**src/hw/rtl/nbvs_pkg.sv**
```systemverilog
// Shared constants and types for the nearest beacon vote selector.
`default_nettype none

package nbvs_pkg;

  localparam int NODE_COUNT_DEF  = 16;
  localparam int RING_LENGTH_DEF = 10;
  localparam int CHANNEL_COUNT   = 3;
  localparam int FIRST_CHANNEL   = 37;

  localparam int CHAN_W     = 6;
  localparam int ADDR_IN_W  = 16;
  localparam int RSSI_W     = 8;
  localparam int OUT_W      = 4;
  localparam int STAMP_W    = 32;
  localparam int ENTRY_W    = RSSI_W + STAMP_W;
  localparam int CH_IDX_W   = 2;

  localparam int WINDOW_W   = 10;
  localparam int THRESH_W   = 4;
  localparam int CFG_IDX_W  = 1;
  localparam int CFG_DATA_W = 10;

  localparam logic [CFG_IDX_W-1:0] CFG_STALE_WINDOW   = 1'd0;
  localparam logic [CFG_IDX_W-1:0] CFG_VOTE_THRESHOLD = 1'd1;

  localparam logic [WINDOW_W-1:0] STALE_WINDOW_RESET   = 10'd50;
  localparam logic [THRESH_W-1:0] VOTE_THRESHOLD_RESET = 4'd8;

  localparam logic [STAMP_W-1:0] STAMP_MAX = '1;

  typedef struct packed {
    logic push;
    logic count_start;
    logic count_step;
  } ring_cmd_t;

endpackage

`default_nettype wire

```
**src/hw/rtl/nbvs_if.sv**
```systemverilog
// Handshake channels for beacon report items and published address items.
`default_nettype none

interface nbvs_in_if;
  import nbvs_pkg::*;
  logic                        valid;
  logic                        ready;
  logic                        from_loopback;
  logic [CHAN_W-1:0]           adv_channel;
  logic [ADDR_IN_W-1:0]        sender_address;
  logic signed [RSSI_W-1:0]    signal_strength;

  modport source (output valid, from_loopback, adv_channel, sender_address,
                  signal_strength, input ready);
  modport sink (input valid, from_loopback, adv_channel, sender_address,
                signal_strength, output ready);
endinterface

interface nbvs_out_if;
  import nbvs_pkg::*;
  logic             valid;
  logic             ready;
  logic [OUT_W-1:0] nearest_address;

  modport source (output valid, nearest_address, input ready);
  modport sink (input valid, nearest_address, output ready);
endinterface

`default_nettype wire

```
**src/hw/rtl/nbvs_table_mem.sv**
```systemverilog
// Single-port-write, single-port-read RAM holding strength and stamp per entry.
`default_nettype none

module nbvs_table_mem
  import nbvs_pkg::*;
#(
  parameter int DEPTH = CHANNEL_COUNT * NODE_COUNT_DEF,
  parameter int AW    = $clog2(DEPTH)
) (
  input  wire logic               clk_i,
  input  wire logic               we_i,
  input  wire logic [AW-1:0]      waddr_i,
  input  wire logic [ENTRY_W-1:0] wdata_i,
  input  wire logic               re_i,
  input  wire logic [AW-1:0]      raddr_i,
  output      logic [ENTRY_W-1:0] rdata_o
);

  logic [ENTRY_W-1:0] mem_q [DEPTH];
  logic [ENTRY_W-1:0] rdata_q;

  always_ff @(posedge clk_i) begin
    if (we_i) begin
      mem_q[waddr_i] <= wdata_i;
    end
    if (re_i) begin
      rdata_q <= mem_q[raddr_i];
    end
  end

  assign rdata_o = rdata_q;

endmodule

`default_nettype wire

```
**src/hw/rtl/nbvs_ring.sv**
```systemverilog
// Ring of winning addresses with a vote counter that checks one entry per cycle while count_step is high.
`default_nettype none

module nbvs_ring
  import nbvs_pkg::*;
#(
  parameter int RING_LENGTH = RING_LENGTH_DEF,
  parameter int NODE_W      = 4,
  parameter int VOTE_W      = $clog2(RING_LENGTH + 1)
) (
  input  wire logic              clk_i,
  input  wire logic              rst_ni,
  input  wire ring_cmd_t         cmd_i,
  input  wire logic [NODE_W-1:0] node_i,
  output      logic [VOTE_W-1:0] votes_o,
  output      logic              done_o
);

  localparam int RIW = (RING_LENGTH > 1) ? $clog2(RING_LENGTH) : 1;
  localparam logic [RIW-1:0] LAST = RIW'(RING_LENGTH - 1);

  logic [NODE_W-1:0] ring_q [RING_LENGTH];
  logic [RIW-1:0]    pos_q;
  logic [RIW-1:0]    idx_q;
  logic [VOTE_W-1:0] votes_q;
  logic              done_q;

  always_ff @(posedge clk_i or negedge rst_ni) begin
    if (!rst_ni) begin
      for (int i = 0; i < RING_LENGTH; i++) begin
        ring_q[i] <= '0;
      end
      pos_q   <= '0;
      idx_q   <= '0;
      votes_q <= '0;
      done_q  <= 1'b0;
    end else begin
      if (cmd_i.push) begin
        ring_q[pos_q] <= node_i;
        pos_q         <= (pos_q == LAST) ? '0 : pos_q + 1'b1;
      end
      if (cmd_i.count_start) begin
        idx_q   <= '0;
        votes_q <= '0;
        done_q  <= 1'b0;
      end else if (cmd_i.count_step && !done_q) begin
        if (ring_q[idx_q] == node_i) begin
          votes_q <= votes_q + 1'b1;
        end
        if (idx_q == LAST) begin
          done_q <= 1'b1;
        end else begin
          idx_q <= idx_q + 1'b1;
        end
      end
    end
  end

  assign votes_o = votes_q;
  assign done_o  = done_q;

endmodule

`default_nettype wire

```
**src/hw/rtl/nearest_beacon_vote_selector.sv**
```systemverilog
// Top-level sequencer: walks the reading table per stored report, the ring if it wins.
// A winning report goes through write, sweep, push, count and decide states.
// A report that does not vote returns to idle after push; a dropped one is never stored.
// The table sweep reads one RAM entry per cycle; the ring count reads one slot per cycle.
// After reset a clearing pass zeroes every table entry before input opens.
// Reset is asynchronous and active low; control registers return to their reset values.
`default_nettype none

module nearest_beacon_vote_selector
  import nbvs_pkg::*;
#(
  parameter int NODE_COUNT  = NODE_COUNT_DEF,
  parameter int RING_LENGTH = RING_LENGTH_DEF
) (
  input  wire logic                  clk_i,
  input  wire logic                  rst_ni,
  nbvs_in_if.sink                    in_i,
  nbvs_out_if.source                 out_o,
  input  wire logic                  cfg_we_i,
  input  wire logic [CFG_IDX_W-1:0]  cfg_idx_i,
  input  wire logic [CFG_DATA_W-1:0] cfg_data_i
);

  localparam int DEPTH  = CHANNEL_COUNT * NODE_COUNT;
  localparam int AW     = $clog2(DEPTH);
  localparam int NODE_W = $clog2(NODE_COUNT);
  localparam int VOTE_W = $clog2(RING_LENGTH + 1);
  localparam logic [AW-1:0]     LAST_ENTRY = AW'(DEPTH - 1);
  localparam logic [NODE_W-1:0] LAST_NODE  = NODE_W'(NODE_COUNT - 1);

  localparam logic [2:0] ST_CLEAR  = 3'd0;
  localparam logic [2:0] ST_IDLE   = 3'd1;
  localparam logic [2:0] ST_WRITE  = 3'd2;
  localparam logic [2:0] ST_SWEEP  = 3'd3;
  localparam logic [2:0] ST_PUSH   = 3'd4;
  localparam logic [2:0] ST_COUNT  = 3'd5;
  localparam logic [2:0] ST_DECIDE = 3'd6;

  logic [2:0] state_q, state_d;

  logic [WINDOW_W-1:0] window_q;
  logic [THRESH_W-1:0] thresh_q;

  logic [NODE_W-1:0]        node_q;
  logic [CH_IDX_W-1:0]      ch_q;
  logic signed [RSSI_W-1:0] rssi_q;
  logic [AW-1:0]            ent_q;

  logic [STAMP_W-1:0] cnt_q;
  logic [STAMP_W-1:0] limit_q;
  logic               stale_en_q;
  logic               best_q;

  logic [AW-1:0]       sw_addr_q;
  logic [NODE_W-1:0]   sw_node_q;
  logic [CH_IDX_W-1:0] sw_ch_q;
  logic                sw_done_q;
  logic                tag_v_q;
  logic [AW-1:0]       tag_addr_q;
  logic                tag_row_q;

  logic               pub_valid_q;
  logic [NODE_W-1:0]  pub_node_q;
  logic               out_valid_q;
  logic [OUT_W-1:0]   out_data_q;

  logic               mem_we;
  logic [AW-1:0]      mem_waddr;
  logic [ENTRY_W-1:0] mem_wdata;
  logic               mem_re;
  logic [ENTRY_W-1:0] mem_rdata;

  ring_cmd_t         ring_cmd;
  logic [VOTE_W-1:0] votes;
  logic              ring_done;

  logic                in_acc;
  logic                drop;
  logic [CH_IDX_W-1:0] in_ch;
  logic [STAMP_W-1:0]  cnt_nx;
  logic                rd_stale;
  logic                rd_beats;
  logic                publish;
  logic                pub_go;

  nbvs_table_mem #(
    .DEPTH (DEPTH),
    .AW    (AW)
  ) u_mem (
    .clk_i   (clk_i),
    .we_i    (mem_we),
    .waddr_i (mem_waddr),
    .wdata_i (mem_wdata),
    .re_i    (mem_re),
    .raddr_i (sw_addr_q),
    .rdata_o (mem_rdata)
  );

  nbvs_ring #(
    .RING_LENGTH (RING_LENGTH),
    .NODE_W      (NODE_W),
    .VOTE_W      (VOTE_W)
  ) u_ring (
    .clk_i   (clk_i),
    .rst_ni  (rst_ni),
    .cmd_i   (ring_cmd),
    .node_i  (node_q),
    .votes_o (votes),
    .done_o  (ring_done)
  );

  assign in_i.ready = (state_q == ST_IDLE);
  assign in_acc     = in_i.valid && in_i.ready;
  assign in_ch      = CH_IDX_W'(in_i.adv_channel - CHAN_W'(FIRST_CHANNEL));
  assign drop       = in_i.from_loopback
                   || (in_i.sender_address == ADDR_IN_W'(1))
                   || (in_i.adv_channel < CHAN_W'(FIRST_CHANNEL))
                   || (in_i.adv_channel >= CHAN_W'(FIRST_CHANNEL + CHANNEL_COUNT))
                   || (in_i.sender_address >= ADDR_IN_W'(NODE_COUNT));

  assign cnt_nx = (cnt_q == STAMP_MAX) ? cnt_q : cnt_q + 1'b1;

  assign rd_stale = tag_v_q && stale_en_q && (mem_rdata[STAMP_W-1:0] < limit_q);
  assign rd_beats = tag_v_q && tag_row_q && !rd_stale
                 && (mem_rdata[ENTRY_W-1:STAMP_W] != '0)
                 && ($signed(mem_rdata[ENTRY_W-1:STAMP_W]) > rssi_q);

  assign publish = (8'(votes) >= 8'(thresh_q))
                && (!pub_valid_q || (pub_node_q != node_q));
  assign pub_go  = (state_q == ST_DECIDE) && publish && (!out_valid_q || out_o.ready);

  assign mem_re = (state_q == ST_SWEEP) && !sw_done_q;

  always_comb begin
    mem_we    = 1'b0;
    mem_waddr = tag_addr_q;
    mem_wdata = '0;
    unique case (state_q)
      ST_CLEAR: begin
        mem_we    = 1'b1;
        mem_waddr = sw_addr_q;
      end
      ST_WRITE: begin
        mem_we    = 1'b1;
        mem_waddr = ent_q;
        mem_wdata = {rssi_q, cnt_nx};
      end
      ST_SWEEP: begin
        mem_we = rd_stale;
      end
      default: begin
        mem_we = 1'b0;
      end
    endcase
  end

  always_comb begin
    ring_cmd             = '0;
    ring_cmd.push        = (state_q == ST_PUSH) && best_q;
    ring_cmd.count_start = (state_q == ST_PUSH) && best_q;
    ring_cmd.count_step  = (state_q == ST_COUNT);
  end

  always_comb begin
    state_d = state_q;
    unique case (state_q)
      ST_CLEAR:  if (sw_addr_q == LAST_ENTRY) state_d = ST_IDLE;
      ST_IDLE:   if (in_acc && !drop) state_d = ST_WRITE;
      ST_WRITE:  state_d = ST_SWEEP;
      ST_SWEEP:  if (sw_done_q) state_d = ST_PUSH;
      ST_PUSH:   state_d = best_q ? ST_COUNT : ST_IDLE;
      ST_COUNT:  if (ring_done) state_d = ST_DECIDE;
      ST_DECIDE: if (!publish || pub_go) state_d = ST_IDLE;
      default:   state_d = ST_IDLE;
    endcase
  end

  always_ff @(posedge clk_i or negedge rst_ni) begin
    if (!rst_ni) begin
      state_q     <= ST_CLEAR;
      window_q    <= STALE_WINDOW_RESET;
      thresh_q    <= VOTE_THRESHOLD_RESET;
      cnt_q       <= '0;
      limit_q     <= '0;
      stale_en_q  <= 1'b0;
      best_q      <= 1'b0;
      sw_addr_q   <= '0;
      sw_node_q   <= '0;
      sw_ch_q     <= '0;
      sw_done_q   <= 1'b0;
      tag_v_q     <= 1'b0;
      pub_valid_q <= 1'b0;
      pub_node_q  <= '0;
      out_valid_q <= 1'b0;
    end else begin
      state_q <= state_d;

      if (cfg_we_i) begin
        unique case (cfg_idx_i)
          CFG_STALE_WINDOW:   window_q <= cfg_data_i[WINDOW_W-1:0];
          CFG_VOTE_THRESHOLD: thresh_q <= cfg_data_i[THRESH_W-1:0];
          default:            ;
        endcase
      end

      tag_v_q <= mem_re;

      unique case (state_q)
        ST_CLEAR: begin
          sw_addr_q <= (sw_addr_q == LAST_ENTRY) ? '0 : sw_addr_q + 1'b1;
        end
        ST_WRITE: begin
          cnt_q      <= cnt_nx;
          limit_q    <= cnt_nx - STAMP_W'(window_q);
          stale_en_q <= cnt_nx > STAMP_W'(window_q);
          best_q     <= 1'b1;
          sw_addr_q  <= '0;
          sw_node_q  <= '0;
          sw_ch_q    <= '0;
          sw_done_q  <= 1'b0;
        end
        ST_SWEEP: begin
          if (rd_beats) begin
            best_q <= 1'b0;
          end
          if (mem_re) begin
            sw_done_q <= (sw_addr_q == LAST_ENTRY);
            sw_addr_q <= sw_addr_q + 1'b1;
            if (sw_node_q == LAST_NODE) begin
              sw_node_q <= '0;
              sw_ch_q   <= sw_ch_q + 1'b1;
            end else begin
              sw_node_q <= sw_node_q + 1'b1;
            end
          end
        end
        default: begin
        end
      endcase

      if (pub_go) begin
        pub_valid_q <= 1'b1;
        pub_node_q  <= node_q;
        out_valid_q <= 1'b1;
      end else if (out_o.ready) begin
        out_valid_q <= 1'b0;
      end
    end
  end

  always_ff @(posedge clk_i) begin
    if (in_acc) begin
      node_q <= NODE_W'(in_i.sender_address);
      ch_q   <= in_ch;
      rssi_q <= in_i.signal_strength;
      ent_q  <= AW'(32'(in_ch) * NODE_COUNT + 32'(in_i.sender_address[NODE_W-1:0]));
    end
    if (mem_re) begin
      tag_addr_q <= sw_addr_q;
      tag_row_q  <= (sw_ch_q == ch_q) && (sw_node_q >= NODE_W'(2));
    end
    if (pub_go) begin
      out_data_q <= OUT_W'(node_q);
    end
  end

  assign out_o.valid           = out_valid_q;
  assign out_o.nearest_address = out_data_q;

endmodule

`default_nettype wire
```
**src/flat_wrapper.sv**
```systemverilog
// flat-port wrapper written by rule: the top's interface ports become plain ports
module nearest_beacon_vote_selector_flat import nbvs_pkg::*;
#(
  parameter int NODE_COUNT  = NODE_COUNT_DEF,
  parameter int RING_LENGTH = RING_LENGTH_DEF
)
  (clk_i, rst_ni, cfg_we_i, cfg_idx_i, cfg_data_i, in_i_valid, in_i_from_loopback, in_i_adv_channel, in_i_sender_address, in_i_signal_strength, in_i_ready, out_o_valid, out_o_nearest_address, out_o_ready);
  nbvs_in_if in_i_i ();
  nbvs_out_if out_o_i ();
  input  wire logic clk_i;
  input  wire logic rst_ni;
  input  wire logic cfg_we_i;
  input  wire logic [CFG_IDX_W-1:0] cfg_idx_i;
  input  wire logic [CFG_DATA_W-1:0] cfg_data_i;
  input wire logic [$bits(in_i_i.valid)-1:0] in_i_valid;
  input wire logic [$bits(in_i_i.from_loopback)-1:0] in_i_from_loopback;
  input wire logic [$bits(in_i_i.adv_channel)-1:0] in_i_adv_channel;
  input wire logic [$bits(in_i_i.sender_address)-1:0] in_i_sender_address;
  input wire logic [$bits(in_i_i.signal_strength)-1:0] in_i_signal_strength;
  output wire logic [$bits(in_i_i.ready)-1:0] in_i_ready;
  output wire logic [$bits(out_o_i.valid)-1:0] out_o_valid;
  output wire logic [$bits(out_o_i.nearest_address)-1:0] out_o_nearest_address;
  input wire logic [$bits(out_o_i.ready)-1:0] out_o_ready;
  assign in_i_i.valid = in_i_valid;
  assign in_i_i.from_loopback = in_i_from_loopback;
  assign in_i_i.adv_channel = in_i_adv_channel;
  assign in_i_i.sender_address = in_i_sender_address;
  assign in_i_i.signal_strength = in_i_signal_strength;
  assign in_i_ready = in_i_i.ready;
  assign out_o_valid = out_o_i.valid;
  assign out_o_nearest_address = out_o_i.nearest_address;
  assign out_o_i.ready = out_o_ready;
  nearest_beacon_vote_selector #(.NODE_COUNT(NODE_COUNT), .RING_LENGTH(RING_LENGTH)) u_core (.clk_i(clk_i), .rst_ni(rst_ni), .in_i(in_i_i), .out_o(out_o_i), .cfg_we_i(cfg_we_i), .cfg_idx_i(cfg_idx_i), .cfg_data_i(cfg_data_i));
endmodule
```
**config.mk**
```make
export PLATFORM = sky130hd
export DESIGN_NAME = nearest_beacon_vote_selector_flat
export DESIGN_NICKNAME = d
export VERILOG_FILES = /design/src/hw/rtl/nbvs_pkg.sv /design/src/hw/rtl/nbvs_if.sv /design/src/hw/rtl/nbvs_table_mem.sv /design/src/hw/rtl/nbvs_ring.sv /design/src/hw/rtl/nearest_beacon_vote_selector.sv /design/src/flat_wrapper.sv
export SDC_FILE = /design/constraint.sdc
export NUM_CORES = 2
export LEC_CHECK = 0
export BUFFER_PORTS_ARGS = -buffer_cell sky130_fd_sc_hd__clkbuf_2
export CORE_AREA = 5 5 568 570
export DETAILED_ROUTE_END_ITERATION = 8
export DIE_AREA = 0 0 573 575
export SYNTH_ARGS = -nofsm -noshare
export SYNTH_HDL_FRONTEND = slang
export SYNTH_SLANG_ARGS = --single-unit
export TNS_END_PERCENT = 30
```
**constraint.sdc**
```tcl
create_clock -name clk_i -period 16.2 [get_ports clk_i]
set_input_delay 1.62 -clock clk_i [delete_from_list [all_inputs] [get_ports clk_i]]
set_output_delay 1.62 -clock clk_i [all_outputs]
set_load 0.03 [all_outputs]
```
# Word-level counts from Yosys, hierarchy flattened
# Memory sizes are Yosys's and may differ from the RTL's. A register that Yosys moved wholly into a read port is not among the register bits.
# Index checks and enable logic that the tools add are counted.
classes:
  add_sub_neg: 10
  n_lt_le_gt_ge: 11
  eq_ne: 24
  mux: 44
  bitwise_logic: 3
  n_reduce_logical: 49
op_table:
  columns: ["operator", "n"]
  rows:
  - ["4-bit two-way mux", 12]
  - ["40-bit bitwise mux", 1]
  - ["40-bit two-way mux", 1]
  - ["32-bit by 1-bit adder with 32-bit output, second input constant", 1]
  - ["32-bit equality test, second input constant", 1]
  - ["32-bit by 10-bit > comparator with 1-bit output", 1]
  - ["32-bit < comparator", 1]
  - ["32-bit two-way mux", 1]
  - ["32-bit by 10-bit subtractor with 32-bit output", 1]
  - ["3-bit case mux with 7 select lines", 1]
  - ["3-bit two-way mux", 6]
  - ["6-bit case mux with 3 select lines", 1]
  - ["4-bit by 1-bit adder with 4-bit output, second input constant", 4]
  - ["4-bit binary-select mux with 4-bit select", 1]
  - ["4-bit demux with 4-bit select", 1]
  - ["16-bit by 1-bit equality test with 1-bit output, second input constant", 1]
  - ["16-bit by 5-bit >= comparator with 1-bit output, second input constant", 1]
  - ["1-bit logical AND", 16]
  - ["2-bit AND reduction", 8]
  - ["4-bit equality test, second input constant", 3]
  - ["6-bit two-way mux", 2]
  - ["2-bit by 1-bit != test with 1-bit output, second input constant", 6]
  - ["6-bit case mux with 2 select lines", 1]
  - ["5-bit >= comparator, second input constant", 2]
  - ["34 further kinds", 67]
word_totals:
  reg_bits: 187
  ram_bits: 1920
  out_inout_bits: 6
  word_cells: 178
  mem_count: 1
memory_table:
  columns: ["memory", "depth", "word_bits", "read_ports", "rd_ports_with_merged_regs", "wr", "line", "text"]
  rows:
  - ["u_core.u_mem.mem_q", 48, 40, 1, 1, 1, "nbvs_table_mem.sv:19", "logic [ENTRY_W-1:0] mem_q [DEPTH];"]

# Longest topological paths before layout
depth:
  ltp_word: 9
  mapped_depth: 19
  mapped_depth_nobuf: 17

# Cells and area by module
# From an unflattened synthesis, not the netlist that was laid out.
hier_totals:
  cells_unflattened: 4784
  hier_area_um2: 86775.7
modules_own_cells:
  columns: ["mod", "instances", "cells_per_inst", "area_each_um2"]
  rows:
  - ["nbvs_table_mem", 1, 3621, 75504.9]
  - ["nearest_beacon_vote_selector", 1, 933, 8543.2]
  - ["nbvs_ring", 1, 230, 2727.6]

# Least setup slack after synthesis
# Ideal clock, no wire load.
synth_path:
  kind: "reg2reg"
  from: "register u_core.u_mem.rdata_q[9] (netlist: u_core.u_mem.rdata_o[9]), read port of u_core.u_mem.mem_q"
  to: "memory u_core.u_mem.mem_q[44][0] (netlist bit), enable pin"
  t_arrival_ps: 6149
  t_required_ps: 15663
  setup_slack_ps: 9514
  path_stages_with_launch: 11
  path_buffers: 1
  period_less_slack_ps: 6686
  path_cell_list: "edfxtp_1 ha_1 a21o_1 a21o_1 a21o_1 a21o_1 a21o_1 a221oi_1 a31oi_1 clkbuf_1 nor4_1"
synth_between:
  elab_chain_cells: 5
synth_lines:
  columns: ["item", "line", "text"]
  rows:
  - ["start: declaration", "nbvs_table_mem.sv:20", "logic [ENTRY_W-1:0] rdata_q;"]
  - ["32-bit < comparator", "nearest_beacon_vote_selector.sv:123", "assign rd_stale = tag_v_q && stale_en_q && (mem_rdata[STAMP_W-1:0] < limit_q);"]
  - ["1-bit logical AND", "nearest_beacon_vote_selector.sv:123", null]
  - ["1-bit case mux with 2 select lines", "nearest_beacon_vote_selector.sv:138", "unique case (state_q)"]
  - ["1-bit two-way mux", "nbvs_table_mem.sv:23", "if (we_i) begin"]
  - ["1-bit two-way mux (implied by the code)", "nbvs_table_mem.sv:24", "mem_q[waddr_i] <= wdata_i;"]
  - ["end: declaration", "nbvs_table_mem.sv:19", null]
# Every way passes these cells.

# Worst setup path in the final report
layout_path:
  from: "register u_core.cnt_q[5]"
  to: "register u_core.limit_q[26]"
layout_between:
  elab_chain_cells: 3
layout_lines:
  columns: ["item", "line", "text"]
  rows:
  - ["start: declaration", "nearest_beacon_vote_selector.sv:49", "logic [STAMP_W-1:0] cnt_q;"]
  - ["start signal: assignment", "nearest_beacon_vote_selector.sv:213", "cnt_q <= cnt_nx;"]
  - ["32-bit by 1-bit adder with 32-bit output or 32-bit equality test (tied branches)", "nearest_beacon_vote_selector.sv:121", "assign cnt_nx = (cnt_q == STAMP_MAX) ? cnt_q : cnt_q + 1'b1;"]
  - ["32-bit two-way mux *", "nearest_beacon_vote_selector.sv:121", null]
  - ["via u_core.cnt_nx[6]", "nearest_beacon_vote_selector.sv:80", "logic [STAMP_W-1:0] cnt_nx;"]
  - ["32-bit by 10-bit subtractor with 32-bit output *", "nearest_beacon_vote_selector.sv:214", "limit_q <= cnt_nx - STAMP_W'(window_q);"]
  - ["end signal: assignment", "nearest_beacon_vote_selector.sv:214", null]
  - ["end: declaration", "nearest_beacon_vote_selector.sv:50", "logic [STAMP_W-1:0] limit_q;"]
# Mark *: on every way through the listed nets, which the timed path passes. The rest lies on a longest branch.
# A chain may end at the register's enable or synchronous reset.

==> results_dict.tcl <==
set metrics [dict create \
    rr_startpoint "u_core.cnt_q[5]" \
    hold_buffers 0 \
    gp_congestion 0.7755 \
    wirelength_um 212300 \
    wl_met3_um 15070 \
    avgSynthCellArea_um2 20.99 \
    drv_slew 0 \
    synthFlopType "edfxtp_1" \
    htree_levels 4 \
    numCtsBuffers 214 \
    rsz0062_at_grt "no" \
    setup_viol 0 \
    antenna_found_initial 10 \
    dp_worst_setup_slack_ns 10.64 \
    ys_ff_latch 2141 \
    portBuffers 52 \
    start_util 0.2688 \
    status "finished, final reports clean" \
    grtUsageTotal 0.1255 \
    cts_tree "done" \
    fillers 30110 \
    topRoutingLayerUsed "met5" \
    cts_resized 0 \
    drive_gt1_frac 0.2817 \
    grt_start_max_net_pins 111 \
    worst_pin_slew_ns 1.138 \
    critical_path_class "reg -> reg" \
    placeableCoreArea_um2 316800 \
    post_cts_buffers 0 \
    die_y_um 575 \
    irDropWorstVdd_mv 0.1347 \
    hold_slack_ns 0.4813 \
    ant_nets 0 \
    layout_common_cells "edfxtp_1, mux4_2, clkbuf_16" \
    total_power_mw 15.21 \
    start_kind "register" \
    vias 41600 \
    ys_types 77 \
    dp.cells 8218 \
    syn_to_final_growth_pct 15.31 \
    finalClockSkew_ns 0.05045 \
    fin_cells 8612 \
    async_flop_share 0.07286 \
    fin_area_um2 98190 \
    p_leak_nw 30.83 \
    min_period_ns 5.596 \
    postPlaceCellArea_um2 91390 \
    die_w_um 573 \
    finalCritPeriodShare 0.3454 \
    grt_pass1_wl_um 305000 \
    clkTransAtPathRegs_ns 0.06 \
    fin_tns_setup_ns 0 \
    wire_per_inst_um 24.65 \
    syn_inst 4058 \
    r2r-end "u_core.limit_q[26]" \
    wl_met1_um 89210 \
    avgViaCountPerCell 4.831 \
    grt-ovfl-total 0 \
    startpoint "u_core.cnt_q[5]" \
    arrival_ns 6.35 \
    holdCritPathClass "reg -> reg" \
    hpwl_um 111500 \
    clock_latency_ns 0.86 \
    setup_ws_ns 10.60 \
    finalHoldViolations 0 \
    p_per_area_nw_per_um2 154.9 \
    synth_edf_count 1985 \
    clock_sinks 2141 \
    synth_top_cell_area_share 0.7000 \
    fmax_mhz 178.7 \
    yosys-top-cells-area "edfxtp_1, mux4_2, dfrtp_1" \
    drc 0 \
    grt_pass1_vias 42500 \
    cap_viol_max_count 0 \
    clockBufferDepth 3 \
    synth_area_um2 85160 \
    drtIter0Drc 4569 \
    final_util 0.3100 \
    reg2reg_slack_ns 10.60 \
    num-nets-final 4365 \
    yosysWarnings 0 \
    relSlewSlack 0.2387 \
    crit_required_ns 16.95 \
    post-synth-top-area-cell "edfxtp_1" \
    worstSetupEndpointType "register" \
    final_common_cell "edfxtp_1" \
    root_buffer "clkbuf_16" \
    syn_nets 4169 \
    row_count 207 \
    die_area_um2 329500 \
    endpoint "u_core.limit_q[26]" \
    ys_seq_area_frac 0.7458 \
    reg2regPathDepth 17 \
    io_pins 53 \
    route.met2.wl_um 103400 \
    dr.pass1.iters 5 \
    crit_fanout 13 \
]
where the power goes:
group,total (mW),switching (mW),internal [mW]
clock network,4.81,2.05,2.76
logic,3.63,2.04,1.59
registers,6.76,0.232,6.53
total,15.2,4.32,10.9
critical path, stage by stage, from the launching register on:
cell	delay (ns)
dfrtp_1	0.44
nand4_1	0.49
or4_1	0.93
nor3_1	0.26
buf_4	0.23
nand2b_1	0.16
nor2_1	0.09
and3_1	0.21
xor2_1	0.21
ha_1	0.33
o21ai_0	0.23
nor2_1	0.06
a211oi_1	0.36
o21ai_0	0.30
nor3_4	0.42
nand2_4	0.14
or4_1	0.52
o211ai_1	0.10
sequential cells by signal (all words and copies together) (netlist names), 2 cells and up:
name                          flops
u_core.u_mem.mem_q             1920
u_core.u_mem.rdata_o             40
u_core.u_ring.ring_q             40
u_core.cnt_q                     32
u_core.limit_q                   32
u_core.window_q                  10
u_core.rssi_q                     8
u_core.ent_q                      6
u_core.sw_addr_q                  6
u_core.tag_addr_q                 6
u_core.out_o.nearest_address      4
u_core.pub_node_q                 4
u_core.sw_node_q                  4
u_core.thresh_q                   4
u_core.u_ring.idx_q               4
u_core.u_ring.pos_q               4
u_core.u_ring.votes_o             4
u_core.state_q                    3
u_core.sw_ch_q                    2
cells in the mapped netlist (all sizes together) (43+ instances only):
library cell / n
buf: 69
clkbuf: 138
dfrtp: 152
edfxtp: 1985
ha: 63
inv: 67
mux2: 53
mux2i: 50
mux4: 608
nand2: 182
nor2: 139
o21ai: 103
xor2: 43
final cells by class:
class	count	area [um2]	share of cell area
clock buffers	265	5736	0.05841
multi-input cells	1642	21050	0.2143
well taps	4180	5230	0.05326
clock inverters	127	1065	0.01084
flip-flops and latches	2141	63540	0.6471
inverters	68	255.2	0.002599
repair buffers	187	1318	0.01342
diodes	2	5.005	0.00005097
worst min-delay path by stage:
stage / slack, ns / from / depth (start not counted) / endpoint
after global placement: 0.45 / u_core.pub_valid_q / 1 / u_core.pub_valid_q
after CTS: 0.48 / u_core.pub_valid_q / 1 / u_core.pub_valid_q
final: 0.48 / u_core.pub_valid_q / 1 / u_core.pub_valid_q
after detailed placement: 0.46 / u_core.pub_valid_q / 1 / u_core.pub_valid_q
after global routing: 0.50 / u_core.pub_valid_q / 1 / u_core.pub_valid_q
after floorplan: 0.42 / u_core.sw_addr_q[2] / 0 / u_core.tag_addr_q[2]
metal layers:
layer | up-vias | global-route usage
met2 | 1529 | 0.2065
met1 | 22590 | 0.1705
met5 | - | 0
li1 | 17180 | -
met4 | 2 | 0.03218
met3 | 303 | 0.02521
kinds of logic (layout without fill, tap and decap cells):
| kind of cell | after synthesis | count (layout) | share of synthesized area |
|---|---|---|---|
| adders and majority gates | 64 | 64 | 0.009491 |
| xor gates and xnor gates | 84 | 84 | 0.008816 |
| DFF | 2141 | 2141 | 0.7458 |
| muxes | 711 | 711 | 0.1737 |
| AOI/OAI and AO/OA | 254 | 254 | 0.01966 |
| other | 0 | 2 | 0 |
| and+or+nand+nor | 529 | 529 | 0.03011 |
| buffers and inverters | 275 | 647 | 0.01240 |
Note: power is estimated with default switching activity, not from simulation.
